`src/rtl/cmte_pkg.sv`:
```
package cmte_pkg;

    localparam int MAX_WIDTH_DEF = 1024;
    localparam int KERNEL_SIZE   = 3;
    localparam int WIN_BITS      = KERNEL_SIZE * KERNEL_SIZE;

    localparam int LEVEL_W       = 8;
    localparam int IN_TDATA_W    = 3 * LEVEL_W;
    localparam int OUT_TDATA_W   = 8;
    localparam int CFG_IDX_W     = 3;
    localparam int CFG_DATA_W    = 12;
    localparam int FRAME_W_BITS  = 11;
    localparam int FRAME_H_BITS  = 12;
    // row counter also covers the two drain rows after the frame
    localparam int ROW_W         = FRAME_H_BITS + 1;

    localparam logic [LEVEL_W-1:0]      RESET_HL_THR_RED   = 8'd128;
    localparam logic [LEVEL_W-1:0]      RESET_THR_RED      = 8'd64;
    localparam logic [LEVEL_W-1:0]      RESET_THR_BLUE     = 8'd64;
    localparam int                      RESET_FRAME_WIDTH  = 640;
    localparam logic [FRAME_H_BITS-1:0] RESET_FRAME_HEIGHT = 12'd480;
    localparam int                      MIN_FRAME_WIDTH    = 3;

    typedef enum logic [CFG_IDX_W-1:0] {
        CFG_COLOR_MODE      = 3'd0,
        CFG_HL_THR_RED      = 3'd1,
        CFG_COLOR_THR_RED   = 3'd2,
        CFG_COLOR_THR_BLUE  = 3'd3,
        CFG_FRAME_WIDTH     = 3'd4,
        CFG_FRAME_HEIGHT    = 3'd5
    } t_cfg_idx;

    typedef struct packed {
        logic               color_mode;
        logic [LEVEL_W-1:0] hl_thr_red;
        logic [LEVEL_W-1:0] thr_red;
        logic [LEVEL_W-1:0] thr_blue;
    } t_cfg;

    // per-word control carried from the front stage to the window stage
    typedef struct packed {
        logic is_pixel;
        logic row_par;
        logic t_bit;
        logic h_bit;
        logic res_a;      // last column of the row two above, before the shift
        logic res_b;      // ordinary result, after the shift
        logic top_ok;
        logic bot_ok;
        logic col_lo1;    // leftmost window column lies outside the frame
        logic frame_end;
        logic restart;
    } t_item;

    typedef struct packed {
        logic highlight;
        logic color;
        logic frame_end;
    } t_result;

    // and over the window columns in range and the valid rows
    function automatic logic erode_win(input logic [WIN_BITS-1:0] win,
                                       input logic col_lo1,
                                       input logic top_ok,
                                       input logic bot_ok);
        logic ok;
        ok = 1'b1;
        for (int col = 0; col < KERNEL_SIZE; col++) begin
            if (!(col == 0 && col_lo1)) begin
                if (!win[col*KERNEL_SIZE+1]) ok = 1'b0;
                if (top_ok && !win[col*KERNEL_SIZE]) ok = 1'b0;
                if (bot_ok && !win[col*KERNEL_SIZE+2]) ok = 1'b0;
            end
        end
        return ok;
    endfunction

endpackage

```
`src/rtl/cmte_front.sv`:
```
module cmte_front
    import cmte_pkg::*;
#(
    parameter int MAX_WIDTH = MAX_WIDTH_DEF,
    localparam int CW = $clog2(MAX_WIDTH),
    localparam int WW = CW + 1,
    localparam int PW = $clog2(MAX_WIDTH + 1)
) (
    input  logic                    i_clk,
    input  logic                    i_rst_n,
    input  logic                    i_restart,
    input  t_cfg                    i_cfg,
    input  logic [WW-1:0]           i_width,
    input  logic [FRAME_H_BITS-1:0] i_height,
    input  logic                    i_valid,
    input  logic                    i_flush,
    input  logic [LEVEL_W-1:0]      i_blue,
    input  logic [LEVEL_W-1:0]      i_green,
    input  logic [LEVEL_W-1:0]      i_red,
    input  logic                    i_s1_free,
    output logic                    o_ready,
    output logic                    o_load,
    output t_item                   o_item,
    output logic [CW-1:0]           o_col,
    output logic [PW-1:0]           o_ptr
);

    logic [CW-1:0]    r_col, n_col;
    logic [ROW_W-1:0] r_row, n_row;
    logic [PW-1:0]    r_ptr, n_ptr;

    logic [ROW_W-1:0] height_x;
    logic [ROW_W-1:0] height_p1;
    logic             is_pixel;
    logic             at_end;
    logic             accept;
    logic [WW-1:0]    col_inc;
    logic [LEVEL_W:0] diff_rb, diff_br;
    logic [LEVEL_W-1:0] d_rb, d_br, hl_thr;
    logic             t_bit, h_bit;
    logic             col0, row_ge2;

    assign height_x  = {1'b0, i_height};
    assign height_p1 = height_x + ROW_W'(1);
    assign is_pixel  = r_row < height_x;
    assign at_end    = r_row >= height_p1;

    assign o_ready = i_s1_free;
    assign accept  = i_valid && i_s1_free;
    // a flush inside the frame is taken and dropped
    assign o_load  = accept && !(is_pixel && i_flush);
    assign o_col   = r_col;
    assign o_ptr   = r_ptr;

    // saturating channel differences and thresholds
    always_comb begin
        diff_rb = {1'b0, i_red} - {1'b0, i_blue};
        diff_br = {1'b0, i_blue} - {1'b0, i_red};
        d_rb    = (i_red > i_blue) ? diff_rb[LEVEL_W-1:0] : '0;
        d_br    = (i_blue > i_red) ? diff_br[LEVEL_W-1:0] : '0;
        hl_thr  = i_cfg.color_mode ? i_cfg.thr_blue : i_cfg.hl_thr_red;
        t_bit   = i_cfg.color_mode ? (d_br > i_cfg.thr_blue) : (d_rb > i_cfg.thr_red);
        h_bit   = i_green > hl_thr;
    end

    always_comb begin
        col0    = r_col == '0;
        row_ge2 = r_row >= ROW_W'(2);
        o_item.is_pixel  = is_pixel;
        o_item.row_par   = r_row[0];
        o_item.t_bit     = is_pixel && t_bit;
        o_item.h_bit     = is_pixel && h_bit;
        o_item.res_a     = col0 && row_ge2;
        o_item.res_b     = !col0 && (r_row != '0);
        o_item.top_ok    = col0 ? (r_row >= ROW_W'(3)) : row_ge2;
        o_item.bot_ok    = col0 ? (r_row <= height_x) : is_pixel;
        o_item.col_lo1   = col0 || (r_col == CW'(1));
        o_item.frame_end = r_row == height_p1;
        o_item.restart   = at_end;
    end

    always_comb begin
        n_col   = r_col;
        n_row   = r_row;
        n_ptr   = r_ptr;
        col_inc = {1'b0, r_col} + WW'(1);
        if (i_restart) begin
            n_col = '0;
            n_row = '0;
            n_ptr = '0;
        end else if (o_load) begin
            if (at_end) begin
                n_col = '0;
                n_row = '0;
                n_ptr = '0;
            end else begin
                n_ptr = (WW'(r_ptr) >= i_width) ? '0 : r_ptr + PW'(1);
                if (col_inc >= i_width) begin
                    n_col = '0;
                    n_row = r_row + ROW_W'(1);
                end else begin
                    n_col = col_inc[CW-1:0];
                end
            end
        end
    end

    always_ff @(posedge i_clk) begin
        if (!i_rst_n) begin
            r_col <= '0;
            r_row <= '0;
            r_ptr <= '0;
        end else begin
            r_col <= n_col;
            r_row <= n_row;
            r_ptr <= n_ptr;
        end
    end

endmodule

```
`src/rtl/cmte_stores.sv`:
```
module cmte_stores
    import cmte_pkg::*;
#(
    parameter int MAX_WIDTH = MAX_WIDTH_DEF,
    localparam int CW = $clog2(MAX_WIDTH),
    localparam int PW = $clog2(MAX_WIDTH + 1)
) (
    input  logic          i_clk,
    input  logic          i_rd_en,
    input  logic [CW-1:0] i_rd_col,
    input  logic [PW-1:0] i_rd_ptr,
    input  logic          i_line_we,
    input  logic [CW-1:0] i_line_wa,
    input  logic [1:0]    i_line_wd,
    input  logic          i_hl_we,
    input  logic [PW-1:0] i_hl_wa,
    input  logic          i_hl_wd,
    output logic [1:0]    o_line_rd,
    output logic          o_hl_rd
);

    // one entry per column, bit p holds the row of parity p
    logic [1:0] r_line_mem [MAX_WIDTH];
    logic       r_hl_mem [MAX_WIDTH + 1];
    logic [1:0] r_line_rd;
    logic       r_hl_rd;

    always_ff @(posedge i_clk) begin
        if (i_line_we) begin
            r_line_mem[i_line_wa] <= i_line_wd;
        end
        if (i_hl_we) begin
            r_hl_mem[i_hl_wa] <= i_hl_wd;
        end
    end

    // read data holds until the next read; forward a write to the same entry
    always_ff @(posedge i_clk) begin
        if (i_rd_en) begin
            r_line_rd <= (i_line_we && i_line_wa == i_rd_col) ? i_line_wd
                                                              : r_line_mem[i_rd_col];
            r_hl_rd   <= (i_hl_we && i_hl_wa == i_rd_ptr) ? i_hl_wd : r_hl_mem[i_rd_ptr];
        end
    end

    assign o_line_rd = r_line_rd;
    assign o_hl_rd   = r_hl_rd;

endmodule

```
`src/rtl/cmte_window.sv`:
```
module cmte_window
    import cmte_pkg::*;
#(
    parameter int MAX_WIDTH = MAX_WIDTH_DEF,
    localparam int CW = $clog2(MAX_WIDTH),
    localparam int PW = $clog2(MAX_WIDTH + 1)
) (
    input  logic          i_clk,
    input  logic          i_rst_n,
    input  logic          i_restart,
    input  logic          i_color_mode,
    input  logic          i_load,
    input  t_item         i_item,
    input  logic [CW-1:0] i_col,
    input  logic [PW-1:0] i_ptr,
    input  logic [1:0]    i_line_rd,
    input  logic          i_hl_rd,
    input  logic          i_space,
    output logic          o_s1_free,
    output logic          o_line_we,
    output logic [CW-1:0] o_line_wa,
    output logic [1:0]    o_line_wd,
    output logic          o_hl_we,
    output logic [PW-1:0] o_hl_wa,
    output logic          o_hl_wd,
    output logic          o_push,
    output t_result       o_result
);

    logic                r_valid;
    t_item               r_item;
    logic [CW-1:0]       r_col;
    logic [PW-1:0]       r_ptr;
    logic [WIN_BITS-1:0] r_win, n_win;

    logic fire;
    logic above2, above1;
    logic color_a, color_b;

    assign fire      = r_valid && i_space;
    assign o_s1_free = !r_valid || fire;

    always_comb begin
        above2 = r_item.row_par ? i_line_rd[1] : i_line_rd[0];
        above1 = r_item.row_par ? i_line_rd[0] : i_line_rd[1];
        n_win  = {r_item.t_bit, above1, above2, r_win[WIN_BITS-1:KERNEL_SIZE]};

        color_a = i_color_mode ? r_win[7]
                               : erode_win(r_win, r_item.col_lo1, r_item.top_ok,
                                           r_item.bot_ok);
        color_b = i_color_mode ? n_win[4]
                               : erode_win(n_win, r_item.col_lo1, r_item.top_ok,
                                           r_item.bot_ok);
    end

    // write back this row's bit into its parity slot
    assign o_line_we = fire && r_item.is_pixel;
    assign o_line_wa = r_col;
    assign o_line_wd = r_item.row_par ? {r_item.t_bit, i_line_rd[0]}
                                      : {i_line_rd[1], r_item.t_bit};
    assign o_hl_we   = fire && r_item.is_pixel;
    assign o_hl_wa   = r_ptr;
    assign o_hl_wd   = r_item.h_bit;

    assign o_push             = fire && (r_item.res_a || r_item.res_b);
    assign o_result.highlight = i_hl_rd;
    assign o_result.color     = r_item.res_a ? color_a : color_b;
    assign o_result.frame_end = r_item.res_a && r_item.frame_end;

    always_ff @(posedge i_clk) begin
        if (!i_rst_n) begin
            r_valid <= 1'b0;
            r_win   <= '0;
        end else begin
            if (i_load) begin
                r_valid <= 1'b1;
            end else if (fire) begin
                r_valid <= 1'b0;
            end
            if (i_restart) begin
                r_win <= '0;
            end else if (fire) begin
                r_win <= r_item.restart ? '0 : n_win;
            end
        end
    end

    always_ff @(posedge i_clk) begin
        if (i_load) begin
            r_item <= i_item;
            r_col  <= i_col;
            r_ptr  <= i_ptr;
        end
    end

endmodule

```
`src/rtl/cmte_out_fifo.sv`:
```
module cmte_out_fifo
    import cmte_pkg::*;
(
    input  logic    i_clk,
    input  logic    i_rst_n,
    input  logic    i_push,
    input  t_result i_result,
    output logic    o_space,
    output logic    o_valid,
    input  logic    i_ready,
    output t_result o_result
);

    t_result    r_buf [2];
    logic       r_wr, r_rd;
    logic [1:0] r_cnt;
    logic       pop;

    assign o_space  = r_cnt != 2'd2;
    assign o_valid  = r_cnt != 2'd0;
    assign o_result = r_buf[r_rd];
    assign pop      = o_valid && i_ready;

    always_ff @(posedge i_clk) begin
        if (!i_rst_n) begin
            r_wr  <= 1'b0;
            r_rd  <= 1'b0;
            r_cnt <= 2'd0;
        end else begin
            if (i_push) r_wr <= !r_wr;
            if (pop) r_rd <= !r_rd;
            r_cnt <= r_cnt + {1'b0, i_push} - {1'b0, pop};
        end
    end

    always_ff @(posedge i_clk) begin
        if (i_push) begin
            r_buf[r_wr] <= i_result;
        end
    end

endmodule

```
`src/rtl/color_mask_threshold_erode.sv`:
```
// latency: a pixel's word leaves frame_width+1 accepted words after it; the word that
// produces a result is registered in the window stage, then in the output buffer
// throughput: one word per cycle while not stalled, set by the line store read-modify-write
// reset: synchronous active low; counters, window and config go to defaults
// line stores are not cleared, an entry is always written before it is read
module color_mask_threshold_erode
    import cmte_pkg::*;
#(
    parameter int MAX_WIDTH = MAX_WIDTH_DEF
) (
    input  logic                   i_clk,
    input  logic                   i_rst_n,
    input  logic                   i_s_axis_tvalid,
    output logic                   o_s_axis_tready,
    input  logic [IN_TDATA_W-1:0]  i_s_axis_tdata,   // blue_level, green_level, red_level
    input  logic                   i_s_axis_tuser,   // flush
    output logic                   o_m_axis_tvalid,
    input  logic                   i_m_axis_tready,
    output logic [OUT_TDATA_W-1:0] o_m_axis_tdata,   // highlight_bit, color_bit, zero fill
    output logic                   o_m_axis_tlast,
    input  logic                   i_cfg_valid,
    output logic                   o_cfg_ready,
    input  logic [CFG_IDX_W-1:0]   i_cfg_index,
    input  logic [CFG_DATA_W-1:0]  i_cfg_data
);

    localparam int CW = $clog2(MAX_WIDTH);
    localparam int WW = CW + 1;
    localparam int PW = $clog2(MAX_WIDTH + 1);
    localparam int RST_W = (RESET_FRAME_WIDTH > MAX_WIDTH) ? MAX_WIDTH : RESET_FRAME_WIDTH;

    t_cfg                    r_cfg;
    logic [WW-1:0]           r_width;
    logic [FRAME_H_BITS-1:0] r_height;

    logic                    cfg_we;
    logic                    restart;
    logic [FRAME_W_BITS-1:0] wr_w;
    logic [WW-1:0]           clamp_w;

    logic          s1_free, load;
    t_item         item;
    logic [CW-1:0] rd_col;
    logic [PW-1:0] rd_ptr;
    logic          line_we, hl_we, hl_wd, hl_rd;
    logic [CW-1:0] line_wa;
    logic [PW-1:0] hl_wa;
    logic [1:0]    line_wd, line_rd;
    logic          space, push;
    t_result       result, out_result;

    assign o_cfg_ready = 1'b1;
    assign cfg_we      = i_cfg_valid;
    assign restart     = cfg_we && (i_cfg_index == CFG_FRAME_WIDTH ||
                                    i_cfg_index == CFG_FRAME_HEIGHT);

    always_comb begin
        wr_w = i_cfg_data[FRAME_W_BITS-1:0];
        if (32'(wr_w) < 32'(MIN_FRAME_WIDTH)) begin
            clamp_w = WW'(MIN_FRAME_WIDTH);
        end else if (32'(wr_w) > 32'(MAX_WIDTH)) begin
            clamp_w = WW'(MAX_WIDTH);
        end else begin
            clamp_w = WW'(wr_w);
        end
    end

    always_ff @(posedge i_clk) begin
        if (!i_rst_n) begin
            r_cfg.color_mode <= 1'b0;
            r_cfg.hl_thr_red <= RESET_HL_THR_RED;
            r_cfg.thr_red    <= RESET_THR_RED;
            r_cfg.thr_blue   <= RESET_THR_BLUE;
            r_width          <= WW'(RST_W);
            r_height         <= RESET_FRAME_HEIGHT;
        end else if (cfg_we) begin
            case (i_cfg_index)
                CFG_COLOR_MODE:     r_cfg.color_mode <= i_cfg_data[0];
                CFG_HL_THR_RED:     r_cfg.hl_thr_red <= i_cfg_data[LEVEL_W-1:0];
                CFG_COLOR_THR_RED:  r_cfg.thr_red    <= i_cfg_data[LEVEL_W-1:0];
                CFG_COLOR_THR_BLUE: r_cfg.thr_blue   <= i_cfg_data[LEVEL_W-1:0];
                CFG_FRAME_WIDTH:    r_width          <= clamp_w;
                CFG_FRAME_HEIGHT: begin
                    // zero height acts as one row
                    r_height <= (i_cfg_data == '0) ? FRAME_H_BITS'(1)
                                                   : i_cfg_data[FRAME_H_BITS-1:0];
                end
                default: ;
            endcase
        end
    end

    cmte_front #(
        .MAX_WIDTH (MAX_WIDTH)
    ) u_front (
        .i_clk     (i_clk),
        .i_rst_n   (i_rst_n),
        .i_restart (restart),
        .i_cfg     (r_cfg),
        .i_width   (r_width),
        .i_height  (r_height),
        .i_valid   (i_s_axis_tvalid),
        .i_flush   (i_s_axis_tuser),
        .i_blue    (i_s_axis_tdata[LEVEL_W-1:0]),
        .i_green   (i_s_axis_tdata[2*LEVEL_W-1:LEVEL_W]),
        .i_red     (i_s_axis_tdata[3*LEVEL_W-1:2*LEVEL_W]),
        .i_s1_free (s1_free),
        .o_ready   (o_s_axis_tready),
        .o_load    (load),
        .o_item    (item),
        .o_col     (rd_col),
        .o_ptr     (rd_ptr)
    );

    cmte_stores #(
        .MAX_WIDTH (MAX_WIDTH)
    ) u_stores (
        .i_clk     (i_clk),
        .i_rd_en   (load),
        .i_rd_col  (rd_col),
        .i_rd_ptr  (rd_ptr),
        .i_line_we (line_we),
        .i_line_wa (line_wa),
        .i_line_wd (line_wd),
        .i_hl_we   (hl_we),
        .i_hl_wa   (hl_wa),
        .i_hl_wd   (hl_wd),
        .o_line_rd (line_rd),
        .o_hl_rd   (hl_rd)
    );

    cmte_window #(
        .MAX_WIDTH (MAX_WIDTH)
    ) u_window (
        .i_clk        (i_clk),
        .i_rst_n      (i_rst_n),
        .i_restart    (restart),
        .i_color_mode (r_cfg.color_mode),
        .i_load       (load),
        .i_item       (item),
        .i_col        (rd_col),
        .i_ptr        (rd_ptr),
        .i_line_rd    (line_rd),
        .i_hl_rd      (hl_rd),
        .i_space      (space),
        .o_s1_free    (s1_free),
        .o_line_we    (line_we),
        .o_line_wa    (line_wa),
        .o_line_wd    (line_wd),
        .o_hl_we      (hl_we),
        .o_hl_wa      (hl_wa),
        .o_hl_wd      (hl_wd),
        .o_push       (push),
        .o_result     (result)
    );

    cmte_out_fifo u_out_fifo (
        .i_clk    (i_clk),
        .i_rst_n  (i_rst_n),
        .i_push   (push),
        .i_result (result),
        .o_space  (space),
        .o_valid  (o_m_axis_tvalid),
        .i_ready  (i_m_axis_tready),
        .o_result (out_result)
    );

    assign o_m_axis_tdata = {(OUT_TDATA_W-2)'(0), out_result.color, out_result.highlight};
    assign o_m_axis_tlast = out_result.frame_end;

endmodule
```
`config.mk`:
```
export PLATFORM = sky130hd
export DESIGN_NAME = color_mask_threshold_erode
export DESIGN_NICKNAME = d
export VERILOG_FILES = /design/src/rtl/cmte_pkg.sv /design/src/rtl/cmte_front.sv /design/src/rtl/cmte_stores.sv /design/src/rtl/cmte_window.sv /design/src/rtl/cmte_out_fifo.sv /design/src/rtl/color_mask_threshold_erode.sv
export SDC_FILE = /design/constraint.sdc
export NUM_CORES = 2
export LEC_CHECK = 0
export BUFFER_PORTS_ARGS = -buffer_cell sky130_fd_sc_hd__clkbuf_2
export CORE_AREA = 2 2 409 573
export CTS_BUF_LIST = sky130_fd_sc_hd__clkbuf_8
export CTS_CLUSTER_DIAMETER = 60
export CTS_CLUSTER_SIZE = 10
export DETAILED_ROUTE_END_ITERATION = 10
export DIE_AREA = 0 0 411 575
export HOLD_SLACK_MARGIN = 0.06
export PLACE_DENSITY = 0.85
export SLEW_MARGIN = 30
export SYNTH_ARGS = -nofsm -noshare
export SYNTH_HDL_FRONTEND = slang
export SYNTH_SLANG_ARGS = --single-unit
```
`constraint.sdc`:
```
create_clock -name i_clk -period 14 [get_ports i_clk]
set_input_delay 2.8 -clock i_clk [delete_from_list [all_inputs] [get_ports i_clk]]
set_output_delay 2.8 -clock i_clk [all_outputs]
set_load 0.1 [all_outputs]
```
==> flow_metrics.py <==
metrics = {
    "status": {
        "status": "finished, final reports clean",
    },
    "critical_path": {
        "end_kind": "flip-flop",
        "crit_arrival_ps": 6570,
        "cp-start-kind": "flip-flop",
        "crit_family": "buffers and inverters",
        "worstPathRequired_ps": 14860,
        "worst-path-stages": 11,
        "cpPeakStageDelay_ps": 940,
        "critPathLaunch": "u_front.o_col[0]",
        "slowest_stage": "dfxtp_4",
        "crit_fanout": 81,
        "reg2reg_from": "u_front.o_col[0]",
        "worstPathCellList": "buf_12 -> buf_4 -> buf_4 -> mux4_2 -> mux4_2 -> a22oi_1 -> a21oi_1 -> a2111oi_2 -> o221ai_1 -> nand4_1 -> nand3_1",
        "reg2regPathDepth": 11,
        "timing.rr.end": "u_stores.o_line_rd[0]",
        "critPathCapture": "u_stores.o_line_rd[0]",
        "crit_type": "reg2reg",
        "r2r_slack_ps": 8290,
        "cp_num_buf_inv": 3,
    },
    "timing": {
        "period_share_pct": 40.81,
        "fmax_ghz": 0.1750,
        "hold-worst-slack_ps": 470.8,
        "drv_slew": 0,
        "fin_skew_ps": 140.2,
        "period_minus_slack_ps": 5714,
        "rsz0062_at_grt": "false",
        "final.setup.tns_ps": 0,
        "maxSlewHeadroom_pct": 23.65,
        "finalHoldViolCount": 0,
        "setup-violations-final": 0,
        "worst_pin_slew_ps": 1141,
    },
    "global_routing": {
        "grt_pass1_vias": 81763,
        "grt_overflow": 0,
        "grt_antenna_before_repair": 9,
        "track_usage_pct": 30.32,
        "grt_max_degree": 298,
        "grt_pass1_wl_um": 523600,
    },
    "finish": {
        "design_area_um2": 144400,
        "n_fill_cell": 15098,
        "fin_util_pct": 62.47,
        "drive_gt1_share_pct": 17.84,
        "area_growth_pct": 6.266,
        "fin_nets": 8677,
        "stdcell_count": 11658,
    },
    "die": {
        "dieWidth_um": 411,
        "start_util_pct": 58.79,
        "rows": 209,
        "dieArea_um2": 236300,
        "coreArea_um2": 231200,
        "pin_count": 57,
        "die_y_um": 575,
    },
    "pwr": {
        "swShare_pct": 21.78,
        "pwr-share-seq_pct": 62.5,
        "power_frac_clock_pct": 32.2,
        "irDropWorstVdd_mv": 0.1202,
        "power.density_nw_per_um2": 118.2,
        "pwr-share-comb_pct": 5.3,
        "switching_power_mw": 3.719,
        "leakagePower_nw": 42.17,
        "p_int_mw": 13.36,
    },
    "drt": {
        "drt_iter0_markers": 13405,
        "drc": 0,
        "first_pass_iters": 8,
        "routed_wl_um": 362800,
        "via_per_inst": 6.918,
        "drt.antenna.violating_nets": 0,
        "num_vias": 80655,
        "wire_per_inst_um": 31.12,
    },
    "cts": {
        "cts_setup_buffers": 0,
        "cts_tree": "done",
        "cts_htree_levels": 5,
        "clockBufferDepth": 4,
        "cts_buffers": 372,
        "clk_pin_slew_ps": 70,
        "clkSinkCount": 3211,
        "insertion_delay_ps": 1170,
        "hold_buffers": 0,
        "cts_resized": 0,
        "cts-root-buf": "clkbuf_8",
    },
    "synthesis": {
        "synth_edf_count": 3114,
        "synthArstFlopShare_pct": 0,
        "synth-seq-area-share_pct": 70.24,
        "ys.flop_type": "edfxtp_1",
        "ys_warn_count": 0,
        "ys_ff_latch": 3211,
        "synth_cell_types": 74,
        "syn_area_um2": 135900,
        "syn_inst": 8668,
        "synth.avg_cell_area_um2": 15.68,
    },
    "placed_design": {
        "port_buffers": 49,
        "routabilityCongestion": 0.8688,
        "place_inst": 11213,
        "placed_area_um2": 138700,
        "dp_hpwl_um": 209400,
    },
    "hold_path": {
        "min_path_cells": 2,
        "hp-class": "reg2reg",
    },
    "flow_run": {
        "drv_cap": 0,
    },
}
-- cell usage after synthesis, types with 43 or more instances --
cell type  instances  area share, %
edfxtp_1        3114             69
nor2_1          2189            6.0
mux4_2           731             12
clkbuf_1         469            1.3
nand2_1          325           0.90
mux2i_1          226            1.7
buf_2            110           0.41
a22oi_1          103           0.57
dfxtp_1           97            1.4
ha_1              97           0.89
a21oi_1           92           0.34
buf_1             90           0.25
inv_1             81           0.22
nand3_1           77           0.28
o21ai_0           70           0.26
nor3_1            63           0.23
a221oi_1          60           0.39
xnor2_1           43           0.28
-- sequential cells by signal, summed over array words and instances (netlist names), 9 cells and up, named ones only --
signal,count
u_stores.r_line_mem,2048
u_stores.r_hl_mem,1025
r_cfg,25
u_front.r_row,13
r_height,12
r_width,11
u_front.o_ptr,11
u_window.o_hl_wa,11
u_front.o_col,10
u_window.o_line_wa,10
u_window.r_item,9
u_window.r_win,9
-- worst register-to-register path, delay by kind of cell (launching register included) --
| family | cells | cell delay (ps) |
|---|---|---|
| compound gates | 4 | 990 |
| simple gates | 2 | 260 |
| flops | 1 | 940 |
| mux | 2 | 1100 |
| buf+inv | 3 | 2180 |
-- per-stage QoR --
stage	setup WS (ps)	power, mW
2_1_floorplan	-715.2	11.66
3_3_place_gp	7693	11.73
3_5_place_dp	7763	11.77
4_1_cts	8223	17.06
5_1_grt	7840	17.45
6_report	8286	17.08
-- worst min path at each step --
| stage | from | end | slack (ps) |
|---|---|---|---|
| final | r_cfg[21] | r_cfg[21] | 470 |
| after global routing | r_cfg[20] | r_cfg[20] | 490 |
| after CTS | r_cfg[21] | r_cfg[21] | 470 |
| after detailed placement | r_cfg[21] | r_cfg[21] | 460 |
| after global placement | r_cfg[23] | r_cfg[23] | 450 |
| after floorplan | u_front.o_col[7] | u_window.o_line_wa[7] | 410 |
-- power by group through the flow --
stage / Combinational, mW / Clock [mW] / Sequential [mW]
3_5_place_dp: 0.884 / 0 / 10.9
4_1_cts: 0.886 / 5.50 / 10.7
6_report: 0.903 / 5.50 / 10.7
5_1_grt: 0.959 / 5.82 / 10.7
3_3_place_gp: 0.848 / 0 / 10.9
2_1_floorplan: 0.618 / 0 / 11.0
-- cells in the final DEF, fill, tap and decap left out, types with 70 or more instances in the layout --
cell type / count
nand2_2: 89
a21oi_1: 91
inv_1: 128
ha_1: 97
clkbuf_8: 374
nand2_1: 225
dfxtp_1: 87
edfxtp_1: 3114
mux2i_1: 226
a22oi_1: 103
o21ai_0: 70
nor2_1: 2183
mux4_2: 731
buf_4: 133
-- layer usage --
layer | vias up | global-route usage, % | share of wire, %
met3 | 1657 | 7.933 | 13
met2 | 6806 | 48.90 | 48
met4 | 6 | 20.78 | 8.3
met1 | 39894 | 35.81 | 30
met5 | - | 0 | 0.012
li1 | 32292 | - | -
-- kinds of logic after synthesis --
kind of cell	after synthesis	synth area share, %
AO/OA/AOI/OAI	596	3.145
XOR/XNOR	72	0.4640
adder cells (fa/ha/maj)	99	0.9226
buffers and inverters	811	2.573
flip-flops	3211	70.24
multiplexers	990	14.05
other	2	0.005526
AND/OR/NAND/NOR	2887	8.595
-- layout make-up --
cell class / count / area [um^2] / share of cell area (%)
Antenna cell: 7 / 17.52 / 0.01213
Clock buffer: 374 / 5147 / 3.565
Clock inverter: 59 / 275.3 / 0.1906
Inverter: 85 / 319.1 / 0.2209
Multi-Input combinational cell: 4651 / 37550 / 26.01
Sequential cell: 3211 / 95480 / 66.12
Tap cell: 3059 / 3827 / 2.650
Timing Repair Buffer: 212 / 1784 / 1.236
Note: power is estimated with default switching activity, not from simulation.
